===== config.mk =====
export PLATFORM = sky130hd
export DESIGN_NAME = wrst_cell
export DESIGN_NICKNAME = d
export VERILOG_FILES = /design/src/rtl/wrst_pkg.sv /design/src/rtl/wrst_cell.sv
export SDC_FILE = /design/constraint.sdc
export NUM_CORES = 1
export LEC_CHECK = 0
export BUFFER_PORTS_ARGS = -buffer_cell sky130_fd_sc_hd__buf_2
export CAP_MARGIN = 5
export CORE_MARGIN = 4
export CORE_UTILIZATION = 40
export DETAILED_ROUTE_END_ITERATION = 6
export PLACE_DENSITY = 0.82
export SLEW_MARGIN = 20
export SYNTH_ARGS = -nofsm -noshare
export SYNTH_HDL_FRONTEND = slang
export SYNTH_SLANG_ARGS = --single-unit
export TNS_END_PERCENT = 30

===== constraint.sdc =====
create_clock -name clk -period 0.8 [get_ports clk]
set_input_delay 0.04 -clock clk [delete_from_list [all_inputs] [get_ports clk]]
set_output_delay 0.04 -clock clk [all_outputs]
set_load 0.02 [all_outputs]

===== src/rtl/wrst_pkg.sv =====
// ----------------------------------------------------------------------------
// wrst_pkg
// Shared types and constants for the weighted random selector table.
// ----------------------------------------------------------------------------
package wrst_pkg;

    localparam int MAX_ENTRIES_DEF = 256;
    localparam int TAG_BITS_DEF    = 16;
    localparam int WEIGHT_BITS     = 15;
    localparam int FRAC_BITS       = 16;
    localparam int FIELD_BITS      = 16;

    localparam logic [WEIGHT_BITS-1:0] ONE_Q8_8 = 15'd256;

    typedef enum logic [1:0] {
        MODE_REGISTER   = 2'd0,
        MODE_UNREGISTER = 2'd1,
        MODE_UPDATE     = 2'd2,
        MODE_SCHEDULE   = 2'd3
    } mode_t;

    typedef enum logic [1:0] {
        ST_OK        = 2'd0,
        ST_NOT_FOUND = 2'd1,
        ST_EXISTS    = 2'd2,
        ST_FULL      = 2'd3
    } status_t;

    typedef enum logic [2:0] {
        S_IDLE,
        S_MUL,
        S_SCAN,
        S_WRITE,
        S_DIV,
        S_FINISH
    } state_t;

endpackage


===== src/rtl/wrst_cell.sv =====
// ----------------------------------------------------------------------------
// wrst_cell
// One table entry of the rotating ring; loads its neighbor's entry on shift.
// ----------------------------------------------------------------------------
module wrst_cell #(
    parameter int TAG_BITS = wrst_pkg::TAG_BITS_DEF
) (
    input  logic                              clk,
    input  logic                              shift,
    input  logic [TAG_BITS-1:0]               nbr_tag,
    input  logic [wrst_pkg::WEIGHT_BITS-1:0]  nbr_weight,
    input  logic [wrst_pkg::FIELD_BITS-1:0]   nbr_latency,
    output logic [TAG_BITS-1:0]               tag,
    output logic [wrst_pkg::WEIGHT_BITS-1:0]  weight,
    output logic [wrst_pkg::FIELD_BITS-1:0]   latency
);

    logic [TAG_BITS-1:0]              tag_reg;
    logic [wrst_pkg::WEIGHT_BITS-1:0] weight_reg;
    logic [wrst_pkg::FIELD_BITS-1:0]  latency_reg;

    always_ff @(posedge clk)
    begin
        if (shift)
        begin
            tag_reg     <= nbr_tag;
            weight_reg  <= nbr_weight;
            latency_reg <= nbr_latency;
        end
    end

    assign tag     = tag_reg;
    assign weight  = weight_reg;
    assign latency = latency_reg;

endmodule


==> impl_metrics.csv <==
group,metric,value,unit
outcome,status,"finished, violations left",
outcome,violations,"setup timing",
route,detail_route.wirelength,4412,um
sta,final.setup.worst_slack,-0.2010,ns
floorplanning,placementRows,21,
setup_path,worstSetupStartpointType,"register",
cts,root_buffer,"clkbuf_4",
setup_path,worst_setup_path_end_kind,"primary output",
floorplanning,start_util,41.96,%
synth,yosysUniqueCellTypes,1,
global_route,grt_max_degree,27,
global_route,grt_pass1_wl,6375,um
hold_path,worstHoldStart,"shift",
setup_path,cp_slowest_cell,"edfxtp_1",
route,drc,0,
cells_and_area,final_cell_mix,"buf_2, dlygate4sd3_1, edfxtp_1",
synth,ys_ff_latch,47,
setup_path,path_max_fanout,1,
placement,place_area,1984,um2
synth,ys_seq_area_share,100.0,%
route,avgRoutedWirePerCell,18.08,um
sta,finalHoldViolations,0,
global_route,met2_usage,34.85,%
synth,syn-cell-area,1411,um2
global_route,top_usage_layer,"met2",
setup_path,arrival,0.96,ns
power,p_switching,1.198,mW
cells_and_area,fin_nets,247,
global_route,grtUsageMet3,10.65,%
global_route,antenna_found_initial,0,
synth,syn-mean-instance-area,30.03,um2
synth,synth_top_area_cell,"edfxtp_1",
sta,worst_pin_slew,0.1463,ns
power,ir_drop,0.001304,V
placement,hpwlAfterDp,2314,um
setup_path,max_stage_delay,0.45,ns
cells_and_area,final_common_cell,"buf_2",
sta,slew_headroom,90.24,%
setup_path,crit_start,"weight[10]",
sta,rsz0062_at_grt,"yes",
sta,period_needed,1.001,ns
sta,slew_violations,0,
job,drv_cap,0,
cells_and_area,drive_gt1_share,52.02,%
sta,final-setup-viol-count,47,
setup_path,crit_required,0.76,ns
route,drt_iter0_markers,67,
cells_and_area,area_growth,87.85,%
power,p_int,4.033,mW
route,ant_nets,0,
floorplanning,core_area,3363,um2
hold_path,hold-path-cell-count,2,
cells_and_area,finalCoreUtilization,78.83,%
cts,cts_max_level,2,
cells_and_area,multi_input_area,0,um2
global_route,grt_util_met1,21.64,%
power,p_total,5.232,mW
cells_and_area,final_cell_area,2651,um2
power,swShare,22.90,%
global_route,grt_pass1_vias,1254,
cts,cts_buffers,5,
synth,synth.top_cell.area_share,100.0,%
placement,post-place-ws,0.1168,ns
setup_path,cpLargestDelayFamily,"flip-flops",
route,vias_per_cell,4.455,
setup_path,worst-path-stages,1,
floorplanning,ios,96,
global_route,grtUsageTotal,21.38,%
power,power.density,1973,nW/um2
synth,ys_warn_count,0,
setup_path,worstPathCellList,"buf_6",
setup_path,critPathKind,"register to primary output",
floorplanning,die_w,67.40,um
cells_and_area,num_antenna_cells,0,
synth,synth_cells,47,
synth,netlist_top_cells_area,"edfxtp_1",
power,p_leak,1.129,nW
route,routed-via-count,1087,
hold_path,hold_class,"input pin to register",
sta,timing.final.crit_share,125.1,%
cts,cts_tree,"built",
cells_and_area,multi_input_cells,0,
route,dr.pass1.iters,4,
cts,clk_path_buf_depth,2,
power,power_frac_comb,17.4,%
power,p_clk_share,25.2,%
cts,path_clk_slew,0.12,ns
floorplanning,die_y,67.40,um
global_route,gr-total-overflow,0,
placement,gp_congestion,0.6840,
placement,port_buffers,95,
floorplanning,dieArea,4543,um2
power,power_frac_seq,57.5,%
cts,cts_sinks,47,
sta,max_freq,999.0,MHz
synth,syn-num-nets,96,
setup_path,worst-path-buf-inv,1,
sta,holdWs,0.1592,ns
==> area by class of cell <==
| class | instances | area (um2) |
|---|---|---|
| clock buffers | 6 | 41.29 |
| clock inverters | 1 | 30.03 |
| fillers | 199 | 711.9 |
| flip-flops and latches | 47 | 1411 |
| well taps | 46 | 57.56 |
| repair buffers | 144 | 1111 |
==> worst paths after layout <==
| kind | to | slack (ns) |
|---|---|---|
| min | weight[5] | 0.16 |
| max | weight[10] | -0.20 |
==> metrics by stage <==
| step | instances | TNS (ns) |
|---|---|---|
| after floorplan | 47 | 0 |
| after global placement | 190 | 0 |
| after detailed placement | 190 | 0 |
| after CTS | 244 | -7.516 |
| after global routing | 244 | -9.069 |
| final | 244 | -6.826 |
==> cell usage after synthesis <==
cell and instances:
edfxtp_1 47
==> power by group through the flow <==
stage / Sequential [mW] / Combinational, mW / Clock, mW
2_1_floorplan: 3.29 / 0 / 0
3_3_place_gp: 3.01 / 0.610 / 0
3_5_place_dp: 3.03 / 0.621 / 0
4_1_cts: 2.99 / 0.846 / 1.36
5_1_grt: 3.02 / 0.962 / 1.46
6_report: 3.01 / 0.909 / 1.32
==> logic make-up (layout without fill, tap and decap cells) <==
group / after synthesis / in the layout / share of synthesized area [%]
buffers and inverters: 0 / 151 / 0
flip-flops: 47 / 47 / 100.0
==> per-layer routing <==
layer | part of all wire [%] | up-vias
li1 | - | 491
met1 | 34 | 499
met2 | 50 | 81
met3 | 12 | 16
met4 | 4.1 | 0
met5 | 0 | -
==> timing repair <==
item / 4_1_cts / 5_1_grt
resized for setup: 22 / 18
hold endpoints to repair: 47 / 0
hold buffers: 47 / 0
setup buffers: 0 / 0
endpoints found under the setup margin: 47 / 47
Power figures use the tool's default switching activity.
