<file path="src/rtl/wrst_div.sv">
// ----------------------------------------------------------------------------
// wrst_div
// Restoring divider, one quotient bit per cycle.
// ----------------------------------------------------------------------------
module wrst_div #(
    parameter int DVD_BITS = 31,
    parameter int DVS_BITS = 23,
    parameter int QUO_BITS = 17
) (
    input  logic                clk,
    input  logic                rst_n,
    input  logic                start,
    input  logic [DVD_BITS-1:0] dividend,
    input  logic [DVS_BITS-1:0] divisor,
    output logic                done,
    output logic [QUO_BITS-1:0] quotient
);

    localparam int CNT_BITS = $clog2(DVD_BITS + 1);
    localparam logic [CNT_BITS-1:0] LAST = CNT_BITS'(DVD_BITS - 1);

    logic                busy_reg, busy_next;
    logic                done_reg, done_next;
    logic [CNT_BITS-1:0] cnt_reg, cnt_next;
    logic [DVS_BITS:0]   rem_reg, rem_next;
    logic [DVD_BITS-1:0] dvd_reg, dvd_next;
    logic [DVS_BITS-1:0] dvs_reg, dvs_next;
    logic [QUO_BITS-1:0] quo_reg, quo_next;
    logic [DVS_BITS:0]   rem_shift;
    logic                qbit;

    always_comb
    begin
        busy_next = busy_reg;
        done_next = 1'b0;
        cnt_next  = cnt_reg;
        rem_next  = rem_reg;
        dvd_next  = dvd_reg;
        dvs_next  = dvs_reg;
        quo_next  = quo_reg;
        rem_shift = {rem_reg[DVS_BITS-1:0], dvd_reg[DVD_BITS-1]};
        qbit      = (rem_shift >= {1'b0, dvs_reg});
        if (start)
        begin
            busy_next = 1'b1;
            cnt_next  = '0;
            rem_next  = '0;
            dvd_next  = dividend;
            dvs_next  = divisor;
            quo_next  = '0;
        end
        else if (busy_reg)
        begin
            rem_next = qbit ? (rem_shift - {1'b0, dvs_reg}) : rem_shift;
            dvd_next = {dvd_reg[DVD_BITS-2:0], 1'b0};
            quo_next = {quo_reg[QUO_BITS-2:0], qbit};
            cnt_next = cnt_reg + 1'b1;
            if (cnt_reg == LAST)
            begin
                busy_next = 1'b0;
                done_next = 1'b1;
            end
        end
    end

    always_ff @(posedge clk or negedge rst_n)
    begin
        if (!rst_n)
        begin
            busy_reg <= 1'b0;
            done_reg <= 1'b0;
            cnt_reg  <= '0;
        end
        else
        begin
            busy_reg <= busy_next;
            done_reg <= done_next;
            cnt_reg  <= cnt_next;
        end
    end

    always_ff @(posedge clk)
    begin
        rem_reg <= rem_next;
        dvd_reg <= dvd_next;
        dvs_reg <= dvs_next;
        quo_reg <= quo_next;
    end

    assign done     = done_reg;
    assign quotient = quo_reg;

endmodule

</file>
<file path="config.mk">
export PLATFORM = sky130hd
export DESIGN_NAME = wrst_div
export DESIGN_NICKNAME = d
export VERILOG_FILES = /design/src/rtl/wrst_div.sv
export SDC_FILE = /design/constraint.sdc
export NUM_CORES = 1
export LEC_CHECK = 0
export BUFFER_PORTS_ARGS = -buffer_cell sky130_fd_sc_hd__buf_2
export CORE_ASPECT_RATIO = 0.8
export CORE_MARGIN = 3
export CORE_UTILIZATION = 45
export CTS_BUF_LIST = sky130_fd_sc_hd__clkbuf_16
export DETAILED_ROUTE_END_ITERATION = 8
export PLACE_DENSITY = 0.68
export REMOVE_ABC_BUFFERS = 1
export SKIP_CTS_REPAIR_TIMING = 1
export SYNTH_ARGS = -nofsm -noshare
export SYNTH_HDL_FRONTEND = slang
export SYNTH_SLANG_ARGS = --single-unit
</file>
<file path="constraint.sdc">
create_clock -name clk -period 2.4 [get_ports clk]
set_input_delay 0.48 -clock clk [delete_from_list [all_inputs] [get_ports clk]]
set_output_delay 0.48 -clock clk [all_outputs]
set_load 0.01 [all_outputs]
</file>
==> impl_results.md, run 1 <==
- Critical Path Source Type: register
- Max stage delay on crit path: 0.38 ns
- Post-Layout Cell Count: 709
- Initial DRC count: 238
- Status: complete, but fails checks
- Layout cells sized above 1: 31.68%
- Worst path most repeated cell: o31a_1
- Critical Path Sink Type: register
- Clk root buf: clkbuf_16
- Worst hold stages: 1
- CORE AREA: 0.01098 sq mm
- TritonCTS clock tree: built
- Clk slew on worst S/H paths: 0.07 ns
- Routed WL: 10.59 mm
- DR vias: 3719
- Worst skew pair latency: 0.35 ns
- Worst slew margin: 61.15%
- Setup Slack @ Placement: -0.1782 ns
- Worst Hold Class: in2reg
- Initial antenna violation count: 0
- First-pass GRT wire length: 17.44 mm
- Most used flip-flop cell after synthesis: edfxtp_1
- Port Buffers: 74
- WP data required: 2.66 ns
- Post-synthesis mux area share: 11.73%
- Failing checks: setup timing
- Largest family of logic cells by synthesized area: compound AO/OA/AOI/OAI gates
- Simple-gate share of the synthesized area: 10.97%
- Power Total: 0.006396 W
- Final Hold Fails: 0
- Longest Clk Path Bufs: 2
- #FFs+latches synth: 101
- Setup violators final: 21
- Reg2Reg Launch Point: dvd_reg[30]$_DFFE_PP_
- Final worst-path setup slack: -0.1389 ns
- Register area share after synthesis: 50.83%
- GRT Overall Usage: 16.85%
- Die Span Y: 101.3 um
- Crit Path Max Fanout: 6
- Fin crit share: 105.8%
- RSZ-0062 raised after global routing: true
- Post-synth cell types: 56
- GRT overflow: 0
- Routed WL per cell: 14.94 um
- # nets final: 643
- Drt pass-1 iters: 4
- Worst reg2reg path depth: 12
- Initial Util: 46.56%
- Largest net degree at the start of global routing: 48
- XOR/XNOR Fraction of Synth Area: 3.085%
- MaxCap Viol Count: 0
- Detail Placement HPWL: 7.249 mm
- Maximum vdd drop: 0.0005217 V
- Die area: 0.01268 sq mm
- GPL Wtd Cong: 0.8543
- Hold Crit Endpoint: dvs_reg[13]$_DFFE_PP_
- PwrDens: 1023 mW/mm^2
- Filler instances: 935
- Routed vias/inst: 5.245
- Worst EP arrival: 2.80 ns
- Number of flip-flops under the largest register name: 31
- Area grow syn2layout: 22.31%
- Ports: 75
- Share of synthesized registers carrying an async set or reset: 6.931%
- Crit path from: dvd_reg[30]$_DFFE_PP_
- ANT cells: 0
- CP Cell Sequence: inv_1 > ha_2 > fa_2 > and2b_1 > o31a_1 > o21a_4 > a21oi_4 > o31a_2 > buf_4 > nand2_1 > o31a_1 > a211oi_2
- Max Fclk: 393.9 MHz
- Static leakage: 2.889 nW
- Yosys warns: 0
- Flop2flop setup slack: -0.14 ns
- Number of instances in the placed design: 688
- WHS: 0.3013 ns
- DR DRC count: 0
- Synthesized area: 0.005110 sq mm
- Slowest-stage cell, CP: edfxtp_1
- Vias in the first global route: 3678
- EDFF count, synth: 54
- Final core utilization: 56.94%
- Post-synthesis adder-cell area fraction: 6.513%
- Mean Syn Cell Area: 10.94 sq um
- CTS sink count: 101
- Compound-Gate Fraction of Synth Area: 12.54%
- # rows: 34
- Die X: 125.1 um
- Final-report max-slew violation count: 0
- Worst Min Path Start: divisor[13]
- Post-DRT Antenna Nets: 0
- TritonCTS buffer count: 9
- CP Class: reg2reg
- H-tree Lvls: 3
- Worst R2R End: rem_reg[11]$_SDFFE_PP0P_
- Setup Skew: 0.01653 ns
- Worst-margin pin slew: 0.5827 ns
- Number of cells produced by synthesis: 467
- Period minus WS final: 2.539 ns
## logic make-up (layout without fill, tap and decap cells)
kind of cell               count (synthesis)  after routing
muxes                                     56             56
xor gates and xnor gates                  18             18
DFF                                      101            101
and+or+nand+nor                          120            120
buffers and inverters                     51            148
adders and majority gates                 26             26
AOI/OAI and AO/OA                         95             96
## area by class of cell
class | instances | area (sq um) | area share [%]
Inverter | 32 | 120.1 | 1.922
Timing Repair Buffer | 100 | 626.9 | 10.03
Multi-Input combinational cell | 316 | 2450 | 39.20
Tap cell | 144 | 180.2 | 2.883
Clock buffer | 9 | 225.2 | 3.604
Sequential cell | 101 | 2599 | 41.58
Clock inverter | 7 | 48.80 | 0.7808
## per-layer routing
metal / GRT usage, % / vias up / part of all wire [%]
li1: - / 1861 / -
met1: 22.84 / 1761 / 47
met2: 25.86 / 87 / 45
met3: 5.430 / 10 / 6.7
met4: 5.583 / 0 / 0.95
met5: 0 / - / 0
## worst max-delay path: cells and delay by family (launching register included)
family,cells,cell delay [ns]
and+or+nand+nor,2,0.24
DFF,1,0.38
buffers and inverters,2,0.25
adders and majority gates,2,0.38
AOI/OAI and AO/OA,6,1.20
## worst max path at each step
| stage | endpoint | slack (ns) | cells past startpoint |
|---|---|---|---|
| after floorplan | dvd_reg[0]$_SDFFCE_PN0P_ | -0.47 | 2 |
| after global placement | rem_reg[6]$_SDFFE_PP0P_ | -0.13 | 12 |
| after detailed placement | rem_reg[14]$_SDFFE_PP0P_ | -0.18 | 11 |
| after CTS | rem_reg[6]$_SDFFE_PP0P_ | -0.20 | 12 |
| after global routing | rem_reg[10]$_SDFFE_PP0P_ | -0.30 | 12 |
| final | rem_reg[11]$_SDFFE_PP0P_ | -0.14 | 12 |
## cell usage after synthesis, types with 2 or more instances
library cell | number | area [sq um]
xor2_1 | 8 | 70.07
dfxtp_1 | 40 | 800.8
inv_1 | 32 | 120.1
nor3_1 | 8 | 40.04
o21a_1 | 4 | 30.03
dfrtp_1 | 7 | 175.2
and3_1 | 3 | 18.77
nand2b_1 | 4 | 25.02
a211oi_1 | 10 | 75.07
nor2_1 | 54 | 202.7
and2_1 | 3 | 18.77
nand4_1 | 4 | 25.02
buf_6 | 2 | 22.52
mux2_2 | 30 | 337.8
clkbuf_1 | 13 | 48.80
o21ai_1 | 2 | 10.01
nor4_1 | 2 | 12.51
xnor2_1 | 10 | 87.58
mux2i_1 | 25 | 250.2
edfxtp_1 | 54 | 1622
a32oi_1 | 3 | 26.28
nor3b_1 | 2 | 15.01
o21ai_0 | 17 | 85.08
buf_1 | 2 | 7.510
o21bai_1 | 3 | 22.52
o31a_1 | 3 | 26.28
a21oi_1 | 27 | 135.1
ha_1 | 25 | 312.8
a31oi_1 | 4 | 25.02
a21o_1 | 10 | 75.07
nand3_1 | 6 | 30.03
nor2b_1 | 4 | 25.02
nand2_1 | 23 | 86.33
## stage by stage
step | instance area [sq um] | TNS [ns]
after floorplan | 5009 | -15.54
after global placement | 5766 | -1.939
after detailed placement | 5766 | -2.806
after CTS | 6040 | -3.302
after global routing | 6250 | -4.675
final | 6250 | -1.406
## power breakdown
group          switching, W  leakage (nW)  internal [W]
Sequential         0.000204         0.969       0.00211
Combinational       0.00138          1.79       0.00134
Clock              0.000651         0.135      0.000707
Total               0.00224          2.89       0.00416
## placed cells by master (no fill, tap or decap), types with 3 or more instances in the layout
cell type,synthesis,routed
nand4_1,4,4
a21o_1,10,10
nor2_4,0,3
a21oi_2,0,6
a211oi_1,10,8
mux2_2,30,30
buf_6,2,3
and2_1,3,3
o21a_1,4,4
o21ai_0,17,8
nor2_1,54,50
inv_1,32,34
buf_12,0,3
ha_1,25,24
nand3_1,6,5
buf_2,0,73
o31a_1,3,3
edfxtp_1,54,54
buf_4,1,19
a21oi_1,27,21
a31oi_1,4,3
nor2b_1,4,4
dfrtp_1,7,6
nand2_1,23,22
and3_1,3,3
clkbuf_16,0,9
o21ai_1,2,10
xnor2_1,10,10
xor2_1,8,8
dfxtp_1,40,40
mux2i_1,25,24
nor3_1,8,6
inv_6,0,3
nand2b_1,4,3
No activity file was read; power rests on OpenSTA's default activity.
==> run 2: changes to the inputs <==
--- a/config.mk
+++ b/config.mk
@@ -7,7 +7,7 @@
 export LEC_CHECK = 0
 export BUFFER_PORTS_ARGS = -buffer_cell sky130_fd_sc_hd__buf_2
 export CORE_ASPECT_RATIO = 0.8
-export CORE_MARGIN = 3
+export CORE_MARGIN = 8
 export CORE_UTILIZATION = 45
 export CTS_BUF_LIST = sky130_fd_sc_hd__clkbuf_16
 export DETAILED_ROUTE_END_ITERATION = 8
==> run 2 against run 1 <==
The flow still finishes with violations (setup timing); clock power up 9%; sequential share of layout area increased by 0.64 points; combinational power shrank 8.1%; first-iteration DRC count grew 1.7%; fmax is 3.9% lower; clock-buffer cell count unchanged; sequential cell count did not move; via count is 0.48% higher; worst hold slack got worse by 0.0021 ns; die area up 19%; global-route usage fell by 2.0 points; sequential power hardly changed.
==> impl_results.md, run 2 (synthesized netlist as in run 1, its figures left out) <==
- GRT overflow: 0 (unchanged)
- Fin crit share: 110.1% (+4.3 points)
- Most frequent cells in the layout: 73 x buf_2, 54 x edfxtp_1, 53 x nor2_1
- Ports: 75 (unchanged)
- Worst hold stages: 1 (unchanged)
- Worst Min Path Start: divisor[19]
- # nets final: 642 (-0.16%)
- WP data required: 2.66 ns (about the same)
- Maximum vdd drop: 0.0005590 V (+7.2%)
- Initial DRC count: 242 (+1.7%)
- Status: complete, but fails checks
- DR DRC count: 0 (unchanged)
- Max stage delay on crit path: 0.38 ns (about the same)
- Worst R2R End: rem_reg[3]$_SDFFE_PP0P_
- Failing checks: setup timing
- Flop2flop setup slack: -0.24 ns (-0.10 ns)
- DR vias: 3737 (+0.48%)
- Detail Placement HPWL: 7.948 mm (+9.6%)
- TritonCTS clock tree: built
- CORE AREA: 0.01098 sq mm (unchanged)
- Worst slew margin: 69.14% (+8.0 points)
- Largest net degree at the start of global routing: 42 (-13%)
- Worst EP arrival: 2.90 ns (+0.10 ns)
- First-pass GRT wire length: 18.25 mm (+4.6%)
- Final Hold Fails: 0 (unchanged)
- Worst-margin pin slew: 0.4581 ns (-0.1246 ns)
- Critical path's top delay family: compound AO/OA/AOI/OAI gates
- Routed WL per cell: 15.89 um (+6.4%)
- Number of flip-flops under the largest register name: 31 (unchanged)
- Die area: 0.01504 sq mm (+19%)
- CTS sink count: 101 (unchanged)
- Post-DRT Antenna Nets: 0 (unchanged)
- H-tree Lvls: 3 (unchanged)
- Period minus WS final: 2.641 ns (+0.1024 ns)
- Slowest-stage cell, CP: o31a_4
- Vias in the first global route: 3727 (+1.3%)
- Worst Hold Class: in2reg
- Max Fclk: 378.6 MHz (-3.9%)
- Worst skew pair latency: 0.35 ns (about the same)
- Die Span Y: 111.3 um (+9.9%)
- TritonCTS buffer count: 9 (unchanged)
- Setup violators final: 24 (+14%)
- Crit Path Max Fanout: 11 (+5)
- Number of instances in the placed design: 688 (unchanged)
- Reg2Reg Launch Point: dvs_reg[0]$_DFFE_PP_
- # rows: 34 (unchanged)
- Power Total: 0.006291 W (-1.6%)
- Routed vias/inst: 5.278 (+0.63%)
- RSZ-0062 raised after global routing: true
- PwrDens: 1022 mW/mm^2 (-0.13%)
- ANT cells: 0 (unchanged)
- Crit path buffers/inverters: 1 (-1)
- Die X: 135.1 um (+8.0%)
- Initial antenna violation count: 0 (unchanged)
- Layout cells sized above 1: 29.61% (-2.1 points)
- Critical Path Sink Type: register
- Commonest non-fill, non-tap cell in the layout: buf_2
- Critical Path Source Type: register
- Filler instances: 958 (+2.5%)
- Hold Crit Endpoint: dvs_reg[19]$_DFFE_PP_
- Worst reg2reg path depth: 11 (-1)
- Port Buffers: 74 (unchanged)
- Post-Layout Cell Count: 708 (-0.14%)
- Final worst-path setup slack: -0.2413 ns (-0.1024 ns)
- CP Cell Sequence: ha_2 > fa_2 > and2b_1 > o31a_1 > o21a_4 > a21oi_4 > o31a_4 > buf_6 > nor2_1 > a21oi_1 > a211oi_1
- Final-report max-slew violation count: 0 (unchanged)
- CP Class: reg2reg
- GRT Overall Usage: 14.81% (-2.0 points)
- Drt pass-1 iters: 4 (unchanged)
- Static leakage: 2.870 nW (-0.68%)
- GPL Wtd Cong: 0.8364 (-2.1%)
- Clk slew on worst S/H paths: 0.08 ns (about the same)
- Routed WL: 11.25 mm (+6.2%)
- Final core utilization: 56.08% (-0.87 points)
- Area grow syn2layout: 20.45%
- Setup Skew: 0.01509 ns (-0.001446 ns)
- Clk root buf: clkbuf_16
- Initial Util: 46.56% (unchanged)
- Setup TNS: -3.798 ns (-2.391 ns)
- Longest Clk Path Bufs: 2 (unchanged)
- MaxCap Viol Count: 0 (unchanged)
==> run 2: where the power goes <==
group	total (W)	internal, W	leakage, nW	switching [W]
Clock	0.00148	0.000813	0.143	0.000666
Sequential	0.00230	0.00211	0.969	0.000192
Combinational	0.00251	0.00122	1.76	0.00129
==> run 2: routing by layer <==
metal | GRT usage [%] | share of wire, %
met2 | 22.27 | 46
met5 | 0 | 0
met4 | 3.176 | 0.79
met3 | 6.205 | 7.4
met1 | 19.41 | 46
==> run 2: area by class of cell <==
type | instances | area (sq um) | share of cell area (%)
clock buffers | 9 | 225.2 | 3.659
flip-flops and latches | 101 | 2599 | 42.22
inverters | 32 | 120.1 | 1.952
repair buffers | 99 | 586.8 | 9.534
well taps | 144 | 180.2 | 2.927
clock inverters | 7 | 72.57 | 1.179
multi-input cells | 316 | 2371 | 38.52
==> run 2: worst max-delay path by stage <==
stage	endpoint	slack (ns)	start	cells past startpoint
6_report	rem_reg[3]$_SDFFE_PP0P_	-0.24	dvs_reg[0]$_DFFE_PP_	11
5_1_grt	rem_reg[3]$_SDFFE_PP0P_	-0.36	dvd_reg[30]$_DFFE_PP_	12
4_1_cts	rem_reg[3]$_SDFFE_PP0P_	-0.24	dvd_reg[30]$_DFFE_PP_	12
3_5_place_dp	rem_reg[6]$_SDFFE_PP0P_	-0.21	dvd_reg[30]$_DFFE_PP_	12
3_3_place_gp	rem_reg[6]$_SDFFE_PP0P_	-0.13	dvd_reg[30]$_DFFE_PP_	12
2_1_floorplan	dvd_reg[0]$_SDFFCE_PN0P_	-0.47	busy_reg$_DFF_PN0_	2
==> run 2: metrics by stage <==
step | hold slack [ns] | cell area (sq um) | setup slack (ns)
after floorplan | 0.1844 | 5009 | -0.4720
after global placement | 0.3179 | 5741 | -0.1271
after detailed placement | 0.3264 | 5741 | -0.2140
after CTS | -0.05115 | 6038 | -0.2406
after global routing | 0.2877 | 6155 | -0.3638
final | 0.2992 | 6155 | -0.2413
==> run 2: worst register-to-register path, delay by kind of cell, from the launching register on <==
kind / cells / cell delay [ns]
fa+ha+maj: 2 / 0.55
buf+inv: 1 / 0.16
flops: 1 / 0.37
compound gates: 6 / 1.09
simple gates: 2 / 0.39
